## config.mk

```make
export PLATFORM = sky130hd
export DESIGN_NAME = midpoint_line_rasterizer
export DESIGN_NICKNAME = d
export VERILOG_FILES = /design/src/rtl/mlr_pkg.sv /design/src/rtl/mlr_front.sv /design/src/rtl/mlr_queue.sv /design/src/rtl/mlr_back.sv /design/src/rtl/midpoint_line_rasterizer.sv
export SDC_FILE = /design/constraint.sdc
export NUM_CORES = 1
export LEC_CHECK = 0
export BUFFER_PORTS_ARGS = -buffer_cell sky130_fd_sc_hd__buf_2
export CAP_MARGIN = 10
export CORE_MARGIN = 2
export CORE_UTILIZATION = 57
export DETAILED_ROUTE_END_ITERATION = 10
export PLACE_DENSITY = 0.81
export SYNTH_ARGS = -nofsm -noshare
export SYNTH_HDL_FRONTEND = slang
export SYNTH_HIERARCHICAL = 1
export SYNTH_SLANG_ARGS = --single-unit
```

## constraint.sdc

```tcl
create_clock -name clk -period 6.71 [get_ports clk]
set_input_delay 0.671 -clock clk [delete_from_list [all_inputs] [get_ports clk]]
set_output_delay 0.671 -clock clk [all_outputs]
set_load 0.05 [all_outputs]
```

## src/rtl/mlr_pkg.sv

```systemverilog
`default_nettype none

package mlr_pkg;

  // Default coordinate width of the rasterizer.
  localparam int COORD_BITS_DEF = 12;

  // Entries in the queue between the setup front and the stepping back.
  localparam int QUEUE_DEPTH = 2;

  typedef enum logic {
    CMD_LOAD = 1'b0,
    CMD_STEP = 1'b1
  } cmd_t;

  // Control bits of one queued request, classified by the front.
  typedef struct packed {
    cmd_t cmd;
    logic dir_x_neg;
    logic dir_y_neg;
    logic steep;
    logic nonzero;
  } mlr_ctl_t;

endpackage

`default_nettype wire

```

## src/rtl/mlr_front.sv

```systemverilog
`default_nettype none

module mlr_front #(
  parameter int COORD_BITS = mlr_pkg::COORD_BITS_DEF
) (
  input  wire logic                        in_valid,
  output logic                             in_stall,
  input  wire logic                        cmd,
  input  wire logic [COORD_BITS-1:0]       start_x,
  input  wire logic [COORD_BITS-1:0]       start_y,
  input  wire logic [COORD_BITS-1:0]       end_x,
  input  wire logic [COORD_BITS-1:0]       end_y,
  input  wire logic                        q_full,
  output logic                             q_push,
  output mlr_pkg::mlr_ctl_t                q_ctl,
  output logic [7*COORD_BITS+4:0]          q_data
);

  localparam int DW = COORD_BITS + 1;   // delta width
  localparam int EW = COORD_BITS + 3;   // decision width

  logic [DW-1:0] dx;
  logic [DW-1:0] dy;
  logic [DW-1:0] ax;
  logic [DW-1:0] ay;
  logic [DW-1:0] major;
  logic [DW-1:0] minor;
  logic [EW-1:0] decision;
  logic          steep;

  always_comb begin
    // Signed differences with one guard bit, then magnitudes.
    dx = {end_x[COORD_BITS-1], end_x} - {start_x[COORD_BITS-1], start_x};
    dy = {end_y[COORD_BITS-1], end_y} - {start_y[COORD_BITS-1], start_y};
    ax = dx[DW-1] ? (~dx + {{(DW-1){1'b0}}, 1'b1}) : dx;
    ay = dy[DW-1] ? (~dy + {{(DW-1){1'b0}}, 1'b1}) : dy;
    steep = ay > ax;
    major = steep ? ay : ax;
    minor = steep ? ax : ay;
    // 2*minor - major
    decision = {1'b0, minor, 1'b0} - {2'b00, major};

    q_ctl.cmd       = mlr_pkg::cmd_t'(cmd);
    q_ctl.dir_x_neg = dx[DW-1];
    q_ctl.dir_y_neg = dy[DW-1];
    q_ctl.steep     = steep;
    q_ctl.nonzero   = (dx != '0) || (dy != '0);

    q_data   = {start_x, start_y, end_x, end_y, major, minor, decision};
    in_stall = q_full;
    q_push   = in_valid && !q_full;
  end

endmodule

`default_nettype wire

```

## src/rtl/mlr_queue.sv

```systemverilog
`default_nettype none

module mlr_queue #(
  parameter int COORD_BITS = mlr_pkg::COORD_BITS_DEF
) (
  input  wire logic                        clk,
  input  wire logic                        rst,
  input  wire logic                        push,
  input  wire mlr_pkg::mlr_ctl_t           push_ctl,
  input  wire logic [7*COORD_BITS+4:0]     push_data,
  output logic                             full,
  output logic                             head_valid,
  output mlr_pkg::mlr_ctl_t                head_ctl,
  output logic [7*COORD_BITS+4:0]          head_data,
  input  wire logic                        pop
);

  localparam int DEPTH = mlr_pkg::QUEUE_DEPTH;
  localparam int PW    = (DEPTH > 1) ? $clog2(DEPTH) : 1;
  localparam int CW    = $clog2(DEPTH + 1);

  mlr_pkg::mlr_ctl_t          ctl_mem  [DEPTH];
  logic [7*COORD_BITS+4:0]    data_mem [DEPTH];
  logic [PW-1:0]              wr_ptr;
  logic [PW-1:0]              rd_ptr;
  logic [CW-1:0]              count;

  function automatic logic [PW-1:0] ptr_inc(input logic [PW-1:0] p);
    if (p == PW'(DEPTH - 1)) begin
      return '0;
    end
    return p + PW'(1);
  endfunction

  assign full       = (count == CW'(DEPTH));
  assign head_valid = (count != '0);
  assign head_ctl   = ctl_mem[rd_ptr];
  assign head_data  = data_mem[rd_ptr];

  always_ff @(posedge clk) begin
    if (push) begin
      ctl_mem[wr_ptr]  <= push_ctl;
      data_mem[wr_ptr] <= push_data;
    end
  end

  always_ff @(posedge clk) begin
    if (rst) begin
      wr_ptr <= '0;
      rd_ptr <= '0;
      count  <= '0;
    end else begin
      if (push) begin
        wr_ptr <= ptr_inc(wr_ptr);
      end
      if (pop && head_valid) begin
        rd_ptr <= ptr_inc(rd_ptr);
      end
      case ({push, pop && head_valid})
        2'b10:   count <= count + CW'(1);
        2'b01:   count <= count - CW'(1);
        default: count <= count;
      endcase
    end
  end

endmodule

`default_nettype wire

```

## src/rtl/mlr_back.sv

```systemverilog
`default_nettype none

module mlr_back #(
  parameter int COORD_BITS = mlr_pkg::COORD_BITS_DEF
) (
  input  wire logic                        clk,
  input  wire logic                        rst,
  input  wire logic                        q_valid,
  input  wire mlr_pkg::mlr_ctl_t           q_ctl,
  input  wire logic [7*COORD_BITS+4:0]     q_data,
  output logic                             q_pop,
  output logic                             out_valid,
  input  wire logic                        out_stall,
  output logic [COORD_BITS-1:0]            pixel_x,
  output logic [COORD_BITS-1:0]            pixel_y,
  output logic                             last
);

  localparam int N  = COORD_BITS;
  localparam int DW = COORD_BITS + 1;
  localparam int EW = COORD_BITS + 3;

  // Line state
  logic [N-1:0]  cur_x;
  logic [N-1:0]  cur_y;
  logic [N-1:0]  goal_x;
  logic [N-1:0]  goal_y;
  logic [DW-1:0] delta_major;
  logic [DW-1:0] delta_minor;
  logic [EW-1:0] decision;
  logic          dir_x_neg;
  logic          dir_y_neg;
  logic          steep;
  logic          active;

  // Unpacked head request
  logic [N-1:0]  ld_sx;
  logic [N-1:0]  ld_sy;
  logic [N-1:0]  ld_ex;
  logic [N-1:0]  ld_ey;
  logic [DW-1:0] ld_major;
  logic [DW-1:0] ld_minor;
  logic [EW-1:0] ld_decision;

  logic          head_step;
  logic          out_free;
  logic          emit;
  logic          minor_step;
  logic [N-1:0]  ux;
  logic [N-1:0]  uy;
  logic [EW-1:0] dm2;
  logic [EW-1:0] dj2;
  logic [EW-1:0] decision_next;
  logic [N-1:0]  cur_x_next;
  logic [N-1:0]  cur_y_next;
  logic          done;

  always_comb begin
    {ld_sx, ld_sy, ld_ex, ld_ey, ld_major, ld_minor, ld_decision} = q_data;

    head_step = (q_ctl.cmd == mlr_pkg::CMD_STEP);
    out_free  = !out_valid || !out_stall;
    emit      = q_valid && head_step && active && out_free;
    // Loads and idle steps retire at once; a live step waits for the output slot.
    q_pop     = q_valid && (!head_step || !active || out_free);

    minor_step = !decision[EW-1];
    dm2 = {1'b0, delta_minor, 1'b0};
    dj2 = {1'b0, delta_major, 1'b0};
    decision_next = minor_step ? (decision + dm2 - dj2) : (decision + dm2);

    ux = dir_x_neg ? {N{1'b1}} : {{(N-1){1'b0}}, 1'b1};
    uy = dir_y_neg ? {N{1'b1}} : {{(N-1){1'b0}}, 1'b1};
    cur_x_next = (!steep || minor_step) ? (cur_x + ux) : cur_x;
    cur_y_next = ( steep || minor_step) ? (cur_y + uy) : cur_y;
    done = steep ? (cur_y_next == goal_y) : (cur_x_next == goal_x);
  end

  always_ff @(posedge clk) begin
    if (rst) begin
      active    <= 1'b0;
      out_valid <= 1'b0;
    end else begin
      if (q_pop) begin
        if (!head_step) begin
          active <= q_ctl.nonzero;
        end else if (active) begin
          active <= !done;
        end
      end
      if (emit) begin
        out_valid <= 1'b1;
      end else if (!out_stall) begin
        out_valid <= 1'b0;
      end
    end
  end

  always_ff @(posedge clk) begin
    if (q_pop && !head_step) begin
      cur_x       <= ld_sx;
      cur_y       <= ld_sy;
      goal_x      <= ld_ex;
      goal_y      <= ld_ey;
      delta_major <= ld_major;
      delta_minor <= ld_minor;
      decision    <= ld_decision;
      dir_x_neg   <= q_ctl.dir_x_neg;
      dir_y_neg   <= q_ctl.dir_y_neg;
      steep       <= q_ctl.steep;
    end else if (emit) begin
      cur_x    <= cur_x_next;
      cur_y    <= cur_y_next;
      decision <= decision_next;
    end
    if (emit) begin
      pixel_x <= cur_x_next;
      pixel_y <= cur_y_next;
      last    <= done;
    end
  end

endmodule

`default_nettype wire

```

## src/rtl/midpoint_line_rasterizer.sv

```systemverilog
`default_nettype none
// Midpoint line rasterizer.
// Input channel (in_valid / in_stall): each request carries cmd and the four
// endpoint coordinates. cmd = load sets up a new line from start to end and
// produces no pixel; cmd = step produces the next pixel of the active line.
// The start point is never emitted; the pixel that reaches the end point has
// last set and closes the line. A step with no active line, or a load whose
// endpoints are equal, produces nothing.
// Output channel (out_valid / out_stall): pixel_x, pixel_y, last.
// A step accepted on the input is first written into the queue; at the queue
// head the stepping unit computes its pixel into the output register, as soon
// as that register is free.
// Throughput: one request per cycle while out_stall is low; the front computes
// the line setup combinationally, the back one add and compare per pixel.
// A two-entry queue separates the setup front from the stepping back, so a
// stalled receiver holds the output register and the queue absorbs up to two
// more requests before in_stall rises.
// Reset (rst, synchronous, active high) drops any active line, empties the
// queue and clears out_valid; in_stall is low the cycle after reset.
module midpoint_line_rasterizer #(
  parameter int COORD_BITS = mlr_pkg::COORD_BITS_DEF
) (
  input  wire logic                         clk,
  input  wire logic                         rst,
  input  wire logic                         in_valid,
  output logic                              in_stall,
  input  wire logic                         cmd,
  input  wire logic signed [COORD_BITS-1:0] start_x,
  input  wire logic signed [COORD_BITS-1:0] start_y,
  input  wire logic signed [COORD_BITS-1:0] end_x,
  input  wire logic signed [COORD_BITS-1:0] end_y,
  output logic                              out_valid,
  input  wire logic                         out_stall,
  output logic signed [COORD_BITS-1:0]      pixel_x,
  output logic signed [COORD_BITS-1:0]      pixel_y,
  output logic                              last
);

  // Front to queue
  logic                        q_push;
  logic                        q_full;
  mlr_pkg::mlr_ctl_t           push_ctl;
  logic [7*COORD_BITS+4:0]     push_data;

  // Queue to back
  logic                        head_valid;
  mlr_pkg::mlr_ctl_t           head_ctl;
  logic [7*COORD_BITS+4:0]     head_data;
  logic                        q_pop;

  logic [COORD_BITS-1:0]       px;
  logic [COORD_BITS-1:0]       py;

  // Classify the request and precompute deltas, directions and decision term.
  mlr_front #(.COORD_BITS(COORD_BITS)) u_front (
    .in_valid (in_valid),
    .in_stall (in_stall),
    .cmd      (cmd),
    .start_x  (start_x),
    .start_y  (start_y),
    .end_x    (end_x),
    .end_y    (end_y),
    .q_full   (q_full),
    .q_push   (q_push),
    .q_ctl    (push_ctl),
    .q_data   (push_data)
  );

  // Hold classified requests until the stepping unit can take them.
  mlr_queue #(.COORD_BITS(COORD_BITS)) u_queue (
    .clk        (clk),
    .rst        (rst),
    .push       (q_push),
    .push_ctl   (push_ctl),
    .push_data  (push_data),
    .full       (q_full),
    .head_valid (head_valid),
    .head_ctl   (head_ctl),
    .head_data  (head_data),
    .pop        (q_pop)
  );

  // Load line state or advance one pixel, and drive the output register.
  mlr_back #(.COORD_BITS(COORD_BITS)) u_back (
    .clk       (clk),
    .rst       (rst),
    .q_valid   (head_valid),
    .q_ctl     (head_ctl),
    .q_data    (head_data),
    .q_pop     (q_pop),
    .out_valid (out_valid),
    .out_stall (out_stall),
    .pixel_x   (px),
    .pixel_y   (py),
    .last      (last)
  );

  assign pixel_x = px;
  assign pixel_y = py;

endmodule

`default_nettype wire

```

==> impl_results.rst, run 1 <==
.. list-table::
   :header-rows: 1

   * - Metric
     - Value
   * - Setup Crit Path Kind
     - in -> reg
   * - Leading cell type in the layout, fill and taps excluded
     - sky130_fd_sc_hd__edfxtp_1
   * - CTS Buf Count
     - 34
   * - Setup violators final
     - 0
   * - Total length of routed wires
     - between 40,000 and 50,000 um
   * - # port buffers
     - 79
   * - Clock-pin slew on the worst setup and hold paths
     - roughly 60 ps
   * - Max-slew violation total from the final report
     - 0
   * - Startpoint type of the worst setup path
     - input pin
   * - Final antenna-violating net count
     - 0
   * - Final RePlAce weighted congestion
     - ~0.9
   * - Tightest Pin Transition
     - between 1000 and 1500 ps
   * - Synth Cell Area
     - 17,800 um^2
   * - WP buf/inv
     - 6
   * - DRC violations left
     - 0
   * - Post-Synthesis Mean Instance Area
     - 12.0 um^2
   * - Max capacitance violation total
     - 0
   * - Worst-Skew Late Latency
     - 520 ps
   * - Max Fclk
     - roughly 150 MHz
   * - Diode count
     - 0
   * - Tightest Hold Check Type
     - in -> reg
   * - Wire length of the first global-routing pass
     - between 60,000 and 70,000 um
   * - Vias in the first global route
     - 12,200
   * - Layout-stage area growth over the synthesis result
     - 14.3%
   * - CTS tree
     - done
   * - Cell Rows
     - 64
   * - Via-to-Cell Ratio
     - 5.97
   * - Final setup skew
     - 22.2 ps
   * - Initial core utilization
     - around 58%
   * - Synth Instances
     - around 1,500
   * - Number of top-level pins
     - 80
   * - Half-perimeter wire length after detailed placement
     - 28,100 um
   * - Worst path required time
     - around 6900 ps
   * - GRT Total Usage
     - 24.2%
   * - Run status
     - finished clean
   * - CTS hold repair buffers
     - 0
   * - Antenna violations before repair
     - 0
   * - Crit-path slowest cell
     - sky130_fd_sc_hd__o31a_1
   * - TritonCTS Sinks
     - 309
   * - Cell with the most instances on the worst path
     - sky130_fd_sc_hd__ha_1
   * - GRT Residual Overflow
     - 0
   * - H-tree Lvls
     - 2
   * - DR pass1 iterations
     - 5
   * - Final hold viol count
     - 0
   * - Post-route worst hold slack
     - 350 ps
   * - Critical Path Max Stage Delay
     - 330 ps
   * - Worst-path maximum fanout
     - 4
   * - Number of violations reported at the end of detailed-routing iteration 0
     - 1,102
   * - Horizontal extent of the die
     - approximately 180 um
   * - Cell at the root of the clock tree
     - sky130_fd_sc_hd__clkbuf_16
   * - Final net count
     - 1,784
   * - Portion of the clock cycle consumed by the worst path in the final layout
     - a little over nine tenths
   * - Worst slew slack as a fraction of its limit
     - between 20% and 30%
   * - Vertical extent of the die
     - about 180 um
   * - Buffer depth of the longest clock path
     - 3
   * - Pin count of the biggest net entering global routing
     - 67
   * - Yosys synthesis warning count
     - 6
   * - Area enclosed by the die boundary
     - approximately 33,000 um^2
   * - Routed wire length per instance
     - between 15 and 20 um
   * - Post-Synthesis Net Count
     - about 1,600
   * - Fraction of layout cells with a size suffix above 1
     - about a quarter
   * - Core area
     - about 30,000 um^2
   * - Total via count after detailed routing
     - 12,200
   * - Commonest non-fill, non-tap cells in the layout
     - sky130_fd_sc_hd__edfxtp_1 (302), sky130_fd_sc_hd__buf_4 (122), sky130_fd_sc_hd__mux2_2 (116)
   * - Crit end category
     - register
   * - Minimum clock period
     - about 6500 ps
   * - Data arrival at the endpoint of the critical path
     - ~6700 ps
   * - Worst path top cell family by delay
     - compound AO/OA/AOI/OAI gates
[cell type report]
type,instances,area (um^2)
clock buffer,41,877
clock inverter,16,134
fill,2145,10400
inverter,88,330
multi-input combinational,989,7890
sequential,309,9210
tap,396,495
timing repair buffer,204,1350
[routing by layer]
layer | share of wire, % | wire [um] | GRT usage (%) | vias up
met2 | 49 | 19800 | 41.2 | 431
met3 | 5.8 | 2350 | 3.35 | 103
li1 | - | - | - | 5748
met5 | 0 | 0 | 0 | -
met4 | 3.3 | 1320 | 8.10 | 0
met1 | 42 | 16800 | 32.2 | 5918
[stage by stage]
stage                     worst slack (ps)  area, um^2  std cells  TNS (ps)  utilization [%]
final                                  206       20300       2043         0             66.2
after global routing                 -50.7       20300       2043      -132             66.2
after CTS                             10.5       20000       2029         0             65.1
after detailed placement              -476       18900       1971     -5440             61.7
after global placement                -323       18900       1971     -3210             61.7
after floorplan                       1.89       17800       1480         0                -
[worst paths after layout]
| kind | from | to | slack (ps) | cells past startpoint |
|---|---|---|---|---|
| setup / recovery | start_x[1] | u_queue/data_mem[1][13]$_DFFE_PP_ | 210 | 28 |
| hold / removal | cmd | u_queue/ctl_mem[1][4]$_DFFE_PP_ | 350 | 1 |
| setup reg to reg | u_back/decision[1]$_DFFE_PP_ | u_back/decision[14]$_DFFE_PP_ | 2310 | 17 |
| hold reg to reg | u_queue/rd_ptr$_SDFFE_PP0P_ | register | 520 | 2 |
[flip-flops by register name, summed over array words and instances, names as in the netlist, 10 cells and up, named ones only]
signal,count
u_back/delta_major,13
u_back/pixel_y,12
u_queue/data_mem,176
u_queue/ctl_mem,10
u_back/goal_x,12
u_back/delta_minor,13
u_back/pixel_x,12
u_back/cur_x,12
u_back/decision,14
u_back/goal_y,12
u_back/cur_y,12
[worst reg2reg max path, delay by kind of cell (launching register included)]
kind / cells / cell delay, ps
DFF: 1 / 330
adders and majority gates: 3 / 920
xor gates and xnor gates: 1 / 260
AOI/OAI and AO/OA: 8 / 1920
and+or+nand+nor: 4 / 620
buffers and inverters: 1 / 60
[repair_timing]
item / 4_1_cts / 5_1_grt
pin swaps: 1 / 28
resized for setup: 1 / 47
gates cloned: 1 / 0
endpoints found under the setup margin: 6 / 14
endpoints found under the hold margin: 0 / 0
setup buffers: 0 / 14
Power of run 1 is left out: the tool's default activity adds up to more than one toggle a clock period on the data nets, which glitch-free logic cannot reach.
==> run 2, diff against run 1 <==
- CORE_UTILIZATION: 57 -> 56
- PLACE_DENSITY: 0.81 -> 0.8
- SYNTH_HIERARCHICAL: 1 -> default
==> run 2 against run 1 <==
Against the previous run: non-clock buffer count shrank 16; critical path depth grew 10; maximum frequency grew 2.0%; clock skew shrank 12 ps; synthesized cell count shrank 9.4%; sequential share of layout area grew 2.6 points; global-route usage shrank 1.1 points; die area shrank 5.8%.
==> impl_results.rst, run 2 <==
.. list-table::
   :header-rows: 1

   * - Metric
     - Value
   * - Run status
     - finished clean
   * - P_leak
     - 7.58 nW
   * - Largest reg by FF count
     - u_queue.data_mem
   * - Minimum clock period
     - approximately 6400 ps
   * - Antenna violations before repair
     - 0
   * - Largest register FFs
     - approximately 180
   * - Setup violators final
     - 0
   * - DR pass1 iterations
     - 5
   * - Total via count after detailed routing
     - around 11,000
   * - Multi-input combinational cell area
     - 6800 um^2
   * - Crit end category
     - register
   * - HP Start
     - start_y[10]
   * - Number of fill cells in the layout
     - 2,034
   * - Post-Synthesis Mean Instance Area
     - ~12 um^2
   * - GRT Residual Overflow
     - 0
   * - Most common library cells after synthesis
     - sky130_fd_sc_hd__edfxtp_1 (302), sky130_fd_sc_hd__inv_1 (117), sky130_fd_sc_hd__a21oi_1 (110)
   * - Half-perimeter wire length after detailed placement
     - 24,900 um
   * - Wire length of the first global-routing pass
     - 55,900 um
   * - Total length of routed wires
     - ~36,000 um
   * - Worst path top cell family by delay
     - compound AO/OA/AOI/OAI gates
   * - Startpoint type of the worst setup path
     - input pin
   * - Critical Path Max Stage Delay
     - ~390 ps
   * - Simple-gate area share of the yosys netlist
     - between 8 and 9%
   * - Synth Cell Area
     - approximately 16,000 um^2
   * - Worst reg2reg path depth
     - 16
   * - Worst-case vdd ir drop
     - 0.311 mV
   * - Share of cell area taken by muxes after synthesis
     - under 10%
   * - Final hold viol count
     - 0
   * - Final net count
     - around 1,700
   * - # port buffers
     - between 70 and 80
   * - EDFF count, synth
     - ~300
   * - Initial core utilization
     - between 50 and 60%
   * - Pwr per Cell Area
     - around 570 nW/um^2
   * - Post-route cell area
     - between 15,000 and 20,000 um^2
   * - Data arrival at the endpoint of the critical path
     - approximately 6700 ps
   * - Util after Layout
     - between 60 and 70%
   * - Worst path required time
     - roughly 7100 ps
   * - Most frequently used flop master after synthesis
     - sky130_fd_sc_hd__edfxtp_1
   * - Worst-Skew Late Latency
     - roughly 520 ps
   * - Number of top-level pins
     - 80
   * - Post-synth cell types
     - 75
   * - Hold Path Sink
     - u_queue.data_mem[0][75]$_DFFE_PP_
   * - Commonest non-fill, non-tap cells in the layout
     - sky130_fd_sc_hd__edfxtp_1 (302), sky130_fd_sc_hd__inv_1 (117), sky130_fd_sc_hd__buf_4 (107)
   * - Fraction of layout cells with a size suffix above 1
     - between 20 and 25%
   * - TritonCTS Sinks
     - 309
   * - Area share of fa/ha/maj cells after synthesis
     - 8.25%
   * - Synth Instances
     - roughly 1,300
   * - Buffer depth of the longest clock path
     - 3
   * - Worst reg2reg setup slack
     - 2380 ps
   * - Layout-stage area growth over the synthesis result
     - 16.9%
   * - GRT Total Usage
     - between 20% and 30%
   * - Number of violations reported at the end of detailed-routing iteration 0
     - around 750
   * - Final antenna-violating net count
     - 0
   * - Share of the synthesized area in the top cell type
     - about 55%
   * - Tightest Hold Check Type
     - in -> reg
   * - Max capacitance violation total
     - 0
   * - Combinational family with the most area after synthesis
     - compound AO/OA/AOI/OAI gates
   * - Vias in the first global route
     - roughly 11,000
   * - Horizontal extent of the die
     - approximately 180 um
   * - Dominant cell by count in the synthesized netlist
     - sky130_fd_sc_hd__edfxtp_1
   * - CTS tree
     - done
   * - Worst-path maximum fanout
     - 6
   * - XOR/XNOR share of the synthesized area
     - 5.98%
   * - Max-slew violation total from the final report
     - 0
   * - Worst hold stages
     - 1
   * - Fin Setup TNS
     - 0 ps
   * - Area of all sequential standard cells
     - 9210 um^2
   * - Worst slew slack as a fraction of its limit
     - about a third
   * - Leading cell type in the layout, fill and taps excluded
     - sky130_fd_sc_hd__edfxtp_1
   * - Clock-pin slew on the worst setup and hold paths
     - ~60 ps
   * - Post-layout power
     - about 11 mW
   * - Cell Rows
     - 62
   * - Synth top area cells
     - sky130_fd_sc_hd__edfxtp_1 (55%), sky130_fd_sc_hd__ha_1 (7.4%), sky130_fd_sc_hd__mux2_2 (4.0%)
   * - Tightest Pin Transition
     - around 1000 ps
   * - Reg2reg end
     - u_back.decision[12]$_DFFE_PP_
   * - Pin count of the biggest net entering global routing
     - 76
   * - Crit-path slowest cell
     - sky130_fd_sc_hd__fa_2
   * - Final RePlAce weighted congestion
     - around 0.86
   * - Routed wire length per instance
     - 18.5 um
   * - Seq/Total Area, Yosys
     - 56.1%
   * - Setup Crit Path Kind
     - in -> reg
   * - Final setup skew
     - ~11 ps
   * - H-tree Lvls
     - 2
   * - WP buf/inv
     - 3
   * - Area enclosed by the die boundary
     - 30,700 um^2
   * - Placed Instance Area
     - 18,000 um^2
   * - Registers with the most flip-flops
     - u_queue.data_mem (176), u_back.decision (14)
   * - Yosys synthesis warning count
     - 0
   * - Share of synthesized registers carrying an async set or reset
     - 0%
   * - Cell at the root of the clock tree
     - sky130_fd_sc_hd__clkbuf_16
   * - Non-filler instance count after layout
     - 1,937
   * - Fraction of the mapped netlist area in compound gates
     - between 10% and 20%
   * - Synth Register Bits
     - about 300
   * - Post-Synthesis Net Count
     - 1,498
   * - Cell with the most instances on the worst path
     - sky130_fd_sc_hd__o21a_1
   * - Diode count
     - 0
   * - Core area
     - roughly 29,000 um^2
   * - Portion of the clock cycle consumed by the worst path in the final layout
     - a little over nine tenths
   * - Library cell occupying the most area in the post-synthesis netlist
     - sky130_fd_sc_hd__edfxtp_1
   * - Via-to-Cell Ratio
     - 5.74
   * - DRC violations left
     - 0
   * - Max Fclk
     - ~160 MHz
   * - Vertical extent of the die
     - ~180 um
   * - CTS Buf Count
     - 34
   * - RR Startpoint
     - u_back.decision[1]$_DFFE_PP_
   * - Cell count after placement
     - about 1,900
-- run 2: through the flow --
stage	worst slack (ps)	hold WS (ps)
floorplan	30.9	481
global placement	-41.9	494
detailed placement	-373	505
CTS	76.7	344
global route	-80.7	350
finish	334	360
-- run 2: final cells by class --
class,count,area share (%)
multi-input cells,878,35.4
well taps,384,2.50
flip-flops and latches,309,48.0
clock buffers,45,4.81
repair buffers,188,6.33
clock inverters,13,0.574
inverters,120,2.35
-- run 2: power breakdown --
| part | total, mW | switching [mW] | internal, mW |
|---|---|---|---|
| Combinational | 5.69 | 3.23 | 2.46 |
| Sequential | 3.45 | 0.278 | 3.17 |
| Clock | 1.74 | 0.734 | 1.01 |
| Total | 10.9 | 4.24 | 6.64 |
-- run 2: cells by family after synthesis --
family	Yosys count
flip-flops	309
adder cells (fa/ha/maj)	104
AND/OR/NAND/NOR	270
multiplexers	102
AO/OA/AOI/OAI	289
buffers and inverters	155
XOR/XNOR	112
-- run 2: routing by layer --
layer  vias up  part of all wire [%]  track usage [%]  wire length, um
li1       5293                     -                -                -
met5         -                     0                0                0
met3        73                   5.4             3.29             1950
met2       340                    49             40.3            17700
met1      5420                    42             29.5            15200
met4         0                   3.1             8.44             1120
-- run 2: worst max path at each step --
stage | endpoint | startpoint | cells past startpoint
3_3_place_gp | u_queue.data_mem[0][14]$_DFFE_PP_ | start_y[0] | 38
3_5_place_dp | u_queue.data_mem[0][14]$_DFFE_PP_ | start_y[0] | 38
2_1_floorplan | u_queue.data_mem[0][14]$_DFFE_PP_ | end_x[0] | 39
6_report | u_queue.data_mem[0][14]$_DFFE_PP_ | start_y[0] | 38
4_1_cts | u_queue.data_mem[0][14]$_DFFE_PP_ | start_y[0] | 38
5_1_grt | u_queue.data_mem[0][14]$_DFFE_PP_ | end_y[0] | 39
-- run 2: what timing repair did --
item / 4_1_cts / 5_1_grt
setup buffers: 0 / 7
hold buffers: 0 / 0
gates resized for setup: 0 / 27
setup endpoints to repair: 0 / 12
No activity file was read; power rests on OpenSTA's default activity.
==> run 3, diff against run 2 <==
- CORE_ASPECT_RATIO: default -> 1.2
- CORE_UTILIZATION: 56 -> 57
- PLACE_DENSITY: 0.8 -> 0.81
- SYNTH_HIERARCHICAL: default -> 1
==> run 3 against run 2 <==
Against the previous run: hold slack worse by 7.5 ps; register-to-register slack better by 220 ps; non-clock buffer count is 16 higher; critical path type unchanged; largest cell class unchanged; highest routed layer unchanged.
==> impl_results.rst, run 3 (synthesis results as in run 1) <==
.. list-table::
   :header-rows: 1

   * - Metric
     - Value
   * - Clock-pin slew on the worst setup and hold paths
     - around 60 ps
   * - Total length of routed wires
     - 40,600 um
   * - Layout-stage area growth over the synthesis result
     - 15.6%
   * - Core area
     - 30,600 um^2
   * - Crit end category
     - register
   * - Leading cell type in the layout, fill and taps excluded
     - sky130_fd_sc_hd__edfxtp_1
   * - GRT Residual Overflow
     - 0
   * - Total via count after detailed routing
     - between 10,000 and 15,000
   * - Worst-path maximum fanout
     - 6
   * - Cell Rows
     - 70
   * - Tightest Pin Transition
     - about 890 ps
   * - Startpoint type of the worst setup path
     - input pin
   * - Run status
     - finished clean
   * - Max capacitance violation total
     - 0
   * - Final hold viol count
     - 0
   * - Data arrival at the endpoint of the critical path
     - 6820 ps
   * - Portion of the clock cycle consumed by the worst path in the final layout
     - between 90% and 100%
   * - Crit-path slowest cell
     - sky130_fd_sc_hd__fa_2
   * - Critical Path Max Stage Delay
     - roughly 360 ps
   * - Final setup skew
     - approximately 14 ps
   * - Initial core utilization
     - approximately three fifths
   * - Wire length of the first global-routing pass
     - approximately 61,000 um
   * - Fraction of layout cells with a size suffix above 1
     - roughly 28%
   * - Final RePlAce weighted congestion
     - ~0.9
   * - Via-to-Cell Ratio
     - slightly below 6
   * - Number of top-level pins
     - 80
   * - Diode count
     - 0
   * - Vias in the first global route
     - around 12,000
   * - Tightest Hold Check Type
     - in -> reg
   * - H-tree Lvls
     - 2
   * - Vertical extent of the die
     - between 150 and 200 um
   * - Registers with the most flip-flops
     - u_queue/data_mem (176), u_back/decision (14)
   * - Max-slew violation total from the final report
     - 0
   * - Largest register FFs
     - around 180
   * - DRC violations left
     - 0
   * - Worst-Skew Late Latency
     - slightly above 500 ps
   * - DR pass1 iterations
     - 6
   * - Number of violations reported at the end of detailed-routing iteration 0
     - 801
   * - Pin count of the biggest net entering global routing
     - 56
   * - Worst slew slack as a fraction of its limit
     - 39.9%
   * - # port buffers
     - slightly below 80
   * - Antenna violations before repair
     - 0
   * - Setup violators final
     - 0
   * - Largest reg by FF count
     - u_queue/data_mem
   * - Setup Crit Path Kind
     - in -> reg
   * - TritonCTS Sinks
     - approximately 300
   * - CTS Buf Count
     - 34
   * - Buffer depth of the longest clock path
     - 3
   * - Final antenna-violating net count
     - 0
   * - Worst path required time
     - 6940 ps
   * - CTS hold repair buffers
     - 0
   * - Final net count
     - roughly 1,800
   * - Max Fclk
     - about 150 MHz
   * - Area enclosed by the die boundary
     - roughly 33,000 um^2
   * - Minimum clock period
     - between 6000 and 7000 ps
   * - CTS tree
     - done
   * - GRT Total Usage
     - about a quarter
   * - Commonest non-fill, non-tap cells in the layout
     - sky130_fd_sc_hd__edfxtp_1 (302), sky130_fd_sc_hd__buf_4 (121), sky130_fd_sc_hd__mux2_2 (115)
   * - Post-route worst hold slack
     - 353 ps
   * - Fin Setup TNS
     - 0 ps
   * - Cell at the root of the clock tree
     - sky130_fd_sc_hd__clkbuf_16
   * - Horizontal extent of the die
     - between 150 and 200 um
   * - Routed wire length per instance
     - between 15 and 20 um
   * - Half-perimeter wire length after detailed placement
     - ~28,000 um
## run 3: cell count changes in the layout (fill, tap and decap cells not counted), moves of 15 or more
cell	change
sky130_fd_sc_hd__a21oi_1	-35
sky130_fd_sc_hd__inv_1	-33
sky130_fd_sc_hd__mux2_2	+56
sky130_fd_sc_hd__mux2i_1	-15
sky130_fd_sc_hd__nor2_1	+27
sky130_fd_sc_hd__xnor2_1	-15
## run 3: final timing paths
path | from | endpoint | slack (ps) | depth (start not counted)
worst max register to register | u_back/delta_minor[0]$_DFFE_PP_ | u_back/decision[14]$_DFFE_PP_ | 2600 | 17
worst min-delay path | cmd | u_queue/ctl_mem[0][4]$_DFFE_PP_ | 350 | 1
worst min register to register | u_queue/rd_ptr$_SDFFE_PP0P_ | register | 530 | 2
worst max-delay path | start_y[0] | u_queue/data_mem[0][13]$_DFFE_PP_ | 120 | 30
## run 3: metal layers
layer	global-route usage, %	vias up	wire length (um)
met5	0	-	0
met4	9.31	0	1470
met3	3.13	97	1910
met2	44.5	359	21200
met1	28.8	5845	16000
li1	-	5723	-
## run 3: critical path: cells and delay by family
family	cells	cell delay, ps
AOI/OAI and AO/OA	12	2770
xor gates and xnor gates	2	430
adders and majority gates	4	1120
buffers and inverters	5	640
muxes	1	290
and+or+nand+nor	6	900
## run 3: what timing repair did
item | 4_1_cts | 5_1_grt
pin swaps | 0 | 46
resized for setup | 1 | 74
endpoints found under the setup margin | 4 | 14
buffers inserted | 0 | 16
cloned | 0 | 1
## run 3: stage by stage
stage                     cell area, um^2  worst slack, ps  cells  utilization (%)
after floorplan                     17800             1.89   1480                -
after global placement              18900             -178   1968             61.9
after detailed placement            18900             -496   1968             61.9
after CTS                           20000             5.00   2027             65.4
after global routing                20500             -102   2044             67.1
final                               20500              120   2044             67.1
## run 3: cell type report
| cell class | count | area, um^2 |
|---|---|---|
| multi-input cells | 988 | 8030 |
| flip-flops and latches | 309 | 9210 |
| clock inverters | 18 | 180 |
| fillers | 2166 | 10000 |
| repair buffers | 204 | 1380 |
| clock buffers | 41 | 898 |
| inverters | 88 | 330 |
| well taps | 396 | 495 |
Power of run 3 is left out for the same reason.
